File: src/hw/rtl/rsi_pkg.sv
`default_nettype none
// ----------------------------------------------------------------------------
// rsi_pkg
// shared widths, field offsets and the queue entry type of the ray-sphere block
// ----------------------------------------------------------------------------
package rsi_pkg;

   localparam int FRAC_BITS   = 16;
   localparam int COORD_WIDTH = 32;
   localparam int CW          = (COORD_WIDTH < 32) ? COORD_WIDTH : 32;

   localparam int IN_W   = 32;
   localparam int DIR_W  = 18;
   localparam int RAD_W  = 31;
   localparam int M_W    = 33;
   localparam int PROD_W = 52;
   localparam int SQ2_W  = 66;
   localparam int RR_W   = 62;
   localparam int BSUM_W = 68;
   localparam int HD_W   = 53;
   localparam int LO_W   = 27;
   localparam int HI_W   = HD_W - LO_W;
   localparam int HD2_W  = 107;
   localparam int A_W    = 77;
   localparam int DET_W  = 76;
   localparam int SQ_W   = DET_W / 2;
   localparam int REM_W  = SQ_W + 3;
   localparam int T_W    = 40;
   localparam int PT_W   = DIR_W + T_W;
   localparam int SUM_W  = PT_W + 1;

   localparam int REQ_W = 280;
   localparam int RSP_W = 224;

   localparam int ORG_OFS = 0;
   localparam int DIR_OFS = 3 * IN_W;
   localparam int CEN_OFS = DIR_OFS + 3 * DIR_W;
   localparam int RAD_OFS = CEN_OFS + 3 * IN_W;

   localparam int QUEUE_DEPTH = 4;
   localparam int QPTR_W      = $clog2(QUEUE_DEPTH);

   // one classified test waiting for the back end
   typedef struct packed {
      logic                      neg;
      logic [DET_W-1:0]          det;
      logic [HD_W-1:0]           h;
      logic [2:0][M_W-1:0]       org;
      logic [2:0][DIR_W-1:0]     dir;
   } job_type;

   function automatic logic [M_W-1:0] sext_cw(input logic [IN_W-1:0] x);
      logic signed [CW-1:0] v;
      v = $signed(x[CW-1:0]);
      return M_W'(v);
   endfunction

endpackage
`default_nettype wire

File: src/hw/rtl/rsi_queue.sv
`default_nettype none
// ----------------------------------------------------------------------------
// rsi_queue
// short first-in first-out queue between the front and back ends
// ----------------------------------------------------------------------------
module rsi_queue (
   input  logic             clock,
   input  logic             reset,
   input  logic             push,
   input  rsi_pkg::job_type push_job,
   output logic             q_full,
   input  logic             pop,
   output logic             q_valid,
   output rsi_pkg::job_type q_job
);
   import rsi_pkg::*;

   job_type             slot_ff [QUEUE_DEPTH];
   logic [QPTR_W-1:0]   wr_ff, wr_in, rd_ff, rd_in;
   logic [QPTR_W:0]     cnt_ff, cnt_in;

   assign q_full  = (cnt_ff == (QPTR_W+1)'(QUEUE_DEPTH));
   assign q_valid = (cnt_ff != '0);
   assign q_job   = slot_ff[rd_ff];

   always_comb begin
      wr_in  = push ? wr_ff + 1'b1 : wr_ff;
      rd_in  = pop  ? rd_ff + 1'b1 : rd_ff;
      cnt_in = cnt_ff + (QPTR_W+1)'(push) - (QPTR_W+1)'(pop);
   end

   always_ff @(posedge clock) begin
      if (reset) begin
         wr_ff  <= '0;
         rd_ff  <= '0;
         cnt_ff <= '0;
      end else begin
         wr_ff  <= wr_in;
         rd_ff  <= rd_in;
         cnt_ff <= cnt_in;
      end
   end

   always_ff @(posedge clock) begin
      if (push) begin
         slot_ff[wr_ff] <= push_job;
      end
   end

endmodule
`default_nettype wire

File: config.mk
export PLATFORM = sky130hd
export DESIGN_NAME = rsi_queue
export DESIGN_NICKNAME = d
export VERILOG_FILES = /design/src/hw/rtl/rsi_pkg.sv /design/src/hw/rtl/rsi_queue.sv
export SDC_FILE = /design/constraint.sdc
export NUM_CORES = 1
export LEC_CHECK = 0
export ABC_AREA = 1
export BUFFER_PORTS_ARGS = -buffer_cell sky130_fd_sc_hd__buf_2
export CELL_PAD_IN_SITES_DETAIL_PLACEMENT = 1
export CELL_PAD_IN_SITES_GLOBAL_PLACEMENT = 2
export CORE_MARGIN = 4
export CORE_UTILIZATION = 40
export CTS_CLUSTER_DIAMETER = 30
export CTS_CLUSTER_SIZE = 8
export DETAILED_ROUTE_END_ITERATION = 6
export PLACE_DENSITY_LB_ADDON = 0.1
export SLEW_MARGIN = 20
export SYNTH_ARGS = -nofsm -noshare
export SYNTH_HDL_FRONTEND = slang
export SYNTH_SLANG_ARGS = --single-unit
File: constraint.sdc
create_clock -name clock -period 10.58 [get_ports clock]
set_input_delay 2.116 -clock clock [delete_from_list [all_inputs] [get_ports clock]]
set_output_delay 2.116 -clock clock [all_outputs]
set_load 0.02 [all_outputs]
# == Yosys cells after proc, flatten, opt, wreduce, memory -nomap -nowiden ==
# Memories as Yosys holds them, arrays and structs flattened. A register that Yosys moved wholly into a read port is not among the register bits.
# Cells that the tools add are included.
# totals
in_bits,287
mem_count,1
register_bits,7
output_inout_bits,285
mem_bits_rw,1132
elab_cells,14
# memory_table
name,words,word_bits,read_ports,rd_ports_with_merged_regs,wr,line,source
slot_ff,4,283,1,1,1,rsi_queue.sv:18,job_type slot_ff [QUEUE_DEPTH];
# classes
addsub,4
reduce_logical,1
n_mux,4
eq_ne,1
# op_table
cell,count
adder 2 x 1 -> 2 bit (second input constant),2
2-to-1 mux 2 bit,2
adder 3 x 1 -> 3 bit,1
equality test 3 bit (second input constant),1
nonzero test 3 bit,1
subtractor 3 x 1 -> 3 bit,1
2-to-1 mux 1 bit,2

# == Depth between registers and ports, before layout ==
# Gate-level depths: netlist (run 1).
# depth
word_depth,3
depth_mapped,8
ltp_nobuf,8

# == Worst setup path after synthesis (run 1) ==
# No wires, ideal clock.
# synth_timing
path_kind,input-to-reg
from,input port push
to,memory slot_ff[2][0] in the netlist's numbering (enable)
t_arrival_ns,7.573
stages,2
required_time_ns,9.947
path_slack_ns,2.374
setup_ns,0.633
n_path_buf,0
path_cell_list,nand2_1 > inv_1
# synth_between
elab_chain_cells,2
# synth_rtl
element,line,source
"start, declared",rsi_queue.sv:9,"input logic push,"
2-to-1 mux 1 bit,rsi_queue.sv:45,if (push) begin
2-to-1 mux 1 bit (not written as such),rsi_queue.sv:46,slot_ff[wr_ff] <= push_job;
"end, declared",rsi_queue.sv:18,
# No other way between the ends.

==> metrics.cfg, run 1 <==
[outcome]
status = completed

[placed_design]
numPortBuffers = 571
gp_congestion = 0.721
hpwl_um = 67800
pre_cts_slack_ns = 5.15

[final_layout]
area_delta_synth_final_pct = 28.7
layout_common_cells = 1,132 x edfxtp_1, 578 x inv_1, 574 x nand2_1
layout-drive-gt1-share_pct = 28.2
final_common_cell = edfxtp_1
nNetsFinal = 4353

[drt]
vias = 28000
drc = 0
dr.first_iter.drc_count = 1413
drtAntennaViolNets = 0
dr.pass1.iters = 5
vias_per_cell = 4.83
wl_um = 116000
routedWlPerCell_um = 20.0

[sta]
period_share_pct = 59.0
final.setup.tns_ns = 0
fin_crit_ns = 6.24
hold_viol = 0
clock_skew_ns = 0.0243
rsz0062_at_grt = false
finalSetupViolCount = 0
fmax_mhz = 160
worstMarginPinSlew_ns = 1.17
fin_ws_ns = 4.34
slew_violations = 0
slew_headroom_pct = 21.7

[synth]
synth_compound_area_share_pct = 13.1
yosysUniqueCellTypes = 17
synthSimpleGateAreaFrac_pct = 4.75
synth_xor_area_share_pct = 0
ys.flop_type = edfxtp_1
synthesis.nets = 3652
ys_ff_latch = 1141
synth_top_family_by_area = compound AO/OA/AOI/OAI gates
synth_mux_area_share_pct = 0
synthArstFlopShare_pct = 0
syn_area_um2 = 45900
yosysWarnings = 0
yosysSeqAreaShare_pct = 74.5
synth_area_per_cell_um2 = 13.7
synthAdderAreaFrac_pct = 0.207
synth_edf_count = 1132
syn_inst = 3358

[clocking]
clock_latency_ns = 0.85
cts_hold_buf = 0
cts_tree = done
cts_buffer_depth = 4
cts_buffers = 288
root_buffer = clkbuf_16
h-tree-depth = 5
cts.sinks = 1141
post_cts.repair.setup_buffers = 0
ctsResizeCount = 0
path_clk_slew_ns = 0.04

[pwr]
power_density_nw_per_um2 = 248
total_power_mw = 14.7
power_leakage_nw = 23.1
max-vdd-ir-drop_mv = 0.199

[global_route]
grt_pass1_wl_um = 176000
grt_overflow = 0
antenna_found_initial = 68
grtUsageTotal_pct = 19.1
grt_max_degree = 219
grt_pass1_vias = 29900

[floorplan]
dieArea_um2 = 120000
rows = 123
ios = 572
core-area_um2 = 113000
initial_core_util_pct = 40.6
die_w_um = 347
die_h_um = 347

[hold_path]
hp-start = rd_ff[1]
hp-class = reg2reg
min_delay_path_depth = 2

[worst_setup_path]
crit_path_end_kind = output port
arrival_ns = 4.13
crit_type = reg2out
r2r_cells = 6
start_kind = flip-flop
r2r_start = wr_ff[1]
ff2ff_setup_slack_ns = 7.23
cp_max_fo = 89
r2r-end = slot_ff[1][197]
cp.required_ns = 8.46

[job]
drv_cap = 0

## worst max-delay path, stage by stage, from the launching register on
cell,delay (ns)
dfxtp_4,0.97
buf_4,0.82
buf_4,0.84
a21oi_1,0.17
o21ai_0,0.12
nand2_1,0.09
buf_2,0.17
## registers in the layout (all words and copies together) (netlist names), named ones only
name,cells
cnt_ff,3
wr_ff,2
rd_ff,2
slot_ff,1132
## kinds of logic (layout without fill, tap and decap cells)
family	after synthesis	count (layout)
AOI/OAI and AO/OA	859	859
adders and majority gates	7	7
buffers and inverters	771	1676
DFF	1141	1141
other	0	25
and+or+nand+nor	580	580
## per-layer routing
layer  up-vias  part of all wire [%]  global-route usage (%)
li1      13300                     -                       -
met1     13600                    39                    21.8
met2       738                    49                    31.9
met3       272                   8.3                    7.72
met4        36                   3.4                    7.90
met5         -                  0.20                       0
## layout make-up
| class | count | area [µm²] |
|---|---|---|
| multi-input cells | 1446 | 8280 |
| clock inverters | 149 | 1680 |
| inverters | 582 | 2210 |
| flip-flops and latches | 1141 | 34200 |
| well taps | 1500 | 1880 |
| repair buffers | 600 | 3160 |
| fillers | 11300 | 54100 |
| clock buffers | 345 | 7590 |
| diodes | 25 | 62.6 |
## synth_stat cells (4+ instances only)
cell type     n  area, µm²
buf_6        51        574
inv_1       582       2180
edfxtp_1   1132      34000
ha_1          6       75.1
o21ai_0     287       1440
clkbuf_1     28        105
o211ai_1     83        623
nand2_1     574       2150
a21oi_1     289       1450
dfxtp_1       9        180
buf_4         4       30.0
buf_2       104        521
o211ai_2    200       2500
nor2_1        4       15.0
## through the flow
step	cell area, µm²	hold WS [ns]	std cells	util (%)
global placement	49700	0.447	5269	44.0
floorplan	45900	0.436	3358	-
finish	59100	0.451	5788	52.2
global route	59000	0.503	5770	52.2
detailed placement	49700	0.445	5269	44.0
CTS	59000	0.453	5763	52.1
## power by group
group | internal, mW | total, mW | switching (mW)
sequential | 5.20 | 5.25 | 0.0542
clock | 5.89 | 8.32 | 2.43
combinational | 0.293 | 1.08 | 0.790
total | 11.4 | 14.7 | 3.27
## worst max path at each step
stage,cells after the start,to,slack (ns),from
after floorplan,2,slot_ff[2][0],2.37,push
after global placement,6,q_job[16],5.23,flip-flop
after detailed placement,6,q_job[15],5.15,flip-flop
after CTS,6,q_job[15],4.24,flip-flop
after global routing,6,q_job[16],3.96,flip-flop
final,6,q_job[15],4.34,flip-flop
Note: power is estimated with default switching activity, not from simulation.
==> run 2, diff against run 1 <==
==> constraint.sdc (replaced) <==
create_clock -name clock -period 6 [get_ports clock]
set_input_delay 1.2 -clock clock [delete_from_list [all_inputs] [get_ports clock]]
set_output_delay 1.2 -clock clock [all_outputs]
set_load 0.02 [all_outputs]
==> run 2 against run 1 <==
  * Clock power grew 74%
  * Critical path depth decreased by 1
  * Flip-flop and latch count is the same
  * Worst setup slack lost 2.6 ns
  * Sequential share of layout area is 0.17 points lower
  * Critical path type unchanged
  * First-iteration DRC count grew 2.2%
  * Final area rose by 0.29%
==> metrics.cfg, run 2 (synthesized netlist as in run 1, its figures left out) <==
[clocking]
ctsResizeCount = 0  ; unchanged
root_buffer = clkbuf_16
cts_buffer_depth = 4  ; unchanged
clock_latency_ns = 0.86  ; about the same
cts_tree = done
path_clk_slew_ns = 0.04  ; about the same
cts.sinks = 1141  ; unchanged
h-tree-depth = 5  ; unchanged
cts_hold_buf = 0  ; unchanged
cts_buffers = 291  ; +1.0%
post_cts.repair.setup_buffers = 0  ; unchanged

[drt]
drc = 0  ; unchanged
dr.first_iter.drc_count = 1444  ; +2.2%
vias = 28100  ; +0.47%
wl_um = 116000  ; about the same
dr.pass1.iters = 5  ; unchanged
routedWlPerCell_um = 19.9  ; -0.45%
drtAntennaViolNets = 0  ; unchanged
vias_per_cell = 4.83  ; about the same

[final_layout]
top_regs = slot_ff: 1132 flops, cnt_ff: 3 flops
layout_common_cells = 1,132 x edfxtp_1, 578 x inv_1, 574 x nand2_1
fillers = 11300  ; -0.51%
final_common_cell = edfxtp_1
postLayoutCoreUtil_pct = 52.4  ; +0.15 points
nNetsFinal = 4367  ; +0.32%
largest_reg_flops = 1132  ; unchanged
regMostFlops = slot_ff
area_delta_synth_final_pct = 29.1
layout-drive-gt1-share_pct = 28.9  ; +0.68 points

[worst_setup_path]
cp.required_ns = 4.80  ; -3.66 ns
crit_type = reg2out
arrival_ns = 3.05  ; -1.08 ns
crit_path_end_kind = output port
start_kind = flip-flop
cp_max_fo = 212  ; +140%

[floorplan]
core-area_um2 = 113000  ; unchanged
dieArea_um2 = 120000  ; unchanged
initial_core_util_pct = 40.6  ; unchanged
rows = 123  ; unchanged
ios = 572  ; unchanged
die_h_um = 347  ; unchanged
die_w_um = 347  ; unchanged

[sta]
fmax_mhz = 236
clock_skew_ns = 0.0480  ; +0.0237 ns
worstMarginPinSlew_ns = 0.994  ; -0.180 ns
slew_violations = 0  ; unchanged
slew_headroom_pct = 33.7  ; +12 points
fin_crit_ns = 4.25
period_share_pct = 70.8
finalSetupViolCount = 0  ; unchanged
fin_hold_ws_ns = 0.462  ; +0.0115 ns
hold_viol = 0  ; unchanged
final.setup.tns_ns = 0  ; unchanged
rsz0062_at_grt = false

[hold_path]
hp-class = reg2reg

[global_route]
grt_overflow = 0  ; unchanged
grtUsageTotal_pct = 18.9  ; -0.19 points
grt_pass1_vias = 30100  ; +0.46%
grt_pass1_wl_um = 175000  ; -0.67%
antenna_found_initial = 66  ; -2.9%
grt_max_degree = 213  ; -2.7%

[outcome]
status = completed

[pwr]
power_leakage_nw = 23.1  ; +0.13%
power_density_nw_per_um2 = 434  ; +75%
max-vdd-ir-drop_mv = 0.306  ; +54%

[placed_design]
hpwl_um = 67400  ; -0.52%
gp_congestion = 0.720  ; -0.11%
numPortBuffers = 571  ; unchanged

[job]
drv_cap = 0  ; unchanged

==> run 2: cell count changes in the layout (fill, tap and decap cells not counted), moves of 9 or more <==
cell        change
clkinv_2       +15
clkinvlp_4     +15
buf_12         +10
clkbuf_1        -9
==> run 2: path summary, 6_finish.rpt <==
kind	endpoint	depth (start not counted)	slack [ns]	start
setup / recovery	q_job[102]	5	1.75	flip-flop
hold / removal	flip-flop	2	0.46	rd_ff[1]
setup reg to reg	slot_ff[2][154]	6	3.06	wr_ff[0]
hold reg to reg	flip-flop	2	0.46	rd_ff[1]
==> run 2: worst max-delay path: stages, from the launching register on <==
cell	delay [ns]
dfxtp_4	0.73
buf_12	0.55
a21oi_1	0.16
o21ai_0	0.12
nand2_1	0.17
buf_2	0.20
==> run 2: cell type report <==
| type | instances | area (µm²) | area share [%] |
|---|---|---|---|
| well taps | 1500 | 1880 | 3.17 |
| inverters | 582 | 2200 | 3.71 |
| diodes | 32 | 80.1 | 0.135 |
| clock inverters | 166 | 1730 | 2.92 |
| multi-input cells | 1446 | 8280 | 14.0 |
| repair buffers | 611 | 3370 | 5.69 |
| clock buffers | 335 | 7500 | 12.7 |
| flip-flops and latches | 1141 | 34200 | 57.7 |
==> run 2: per-layer routing <==
layer | part of all wire [%] | vias up | global-route usage, %
met2 | 49 | 753 | 31.8
met3 | 7.6 | 278 | 6.88
met5 | 0.13 | - | 0
met4 | 3.4 | 24 | 7.79
li1 | - | 13300 | -
met1 | 40 | 13700 | 21.9
==> run 2: where the power goes <==
group | internal, mW | switching [mW] | leakage [nW]
Combinational | 0.528 | 1.40 | 8.16
Sequential | 9.17 | 0.0916 | 10.5
Clock | 10.1 | 4.40 | 4.48
==> run 2: stage by stage <==
| step | instance area, µm² | worst slack (ns) | cells | total power [mW] |
|---|---|---|---|---|
| final | 59200 | 1.75 | 5813 | 25.7 |
| after global routing | 59200 | 1.54 | 5790 | 26.8 |
| after CTS | 59100 | 1.66 | 5781 | 26.1 |
| after detailed placement | 49900 | 2.12 | 5280 | 11.4 |
| after global placement | 49900 | 2.09 | 5280 | 11.3 |
| after floorplan | 45900 | 0.0972 | 3358 | 10.6 |
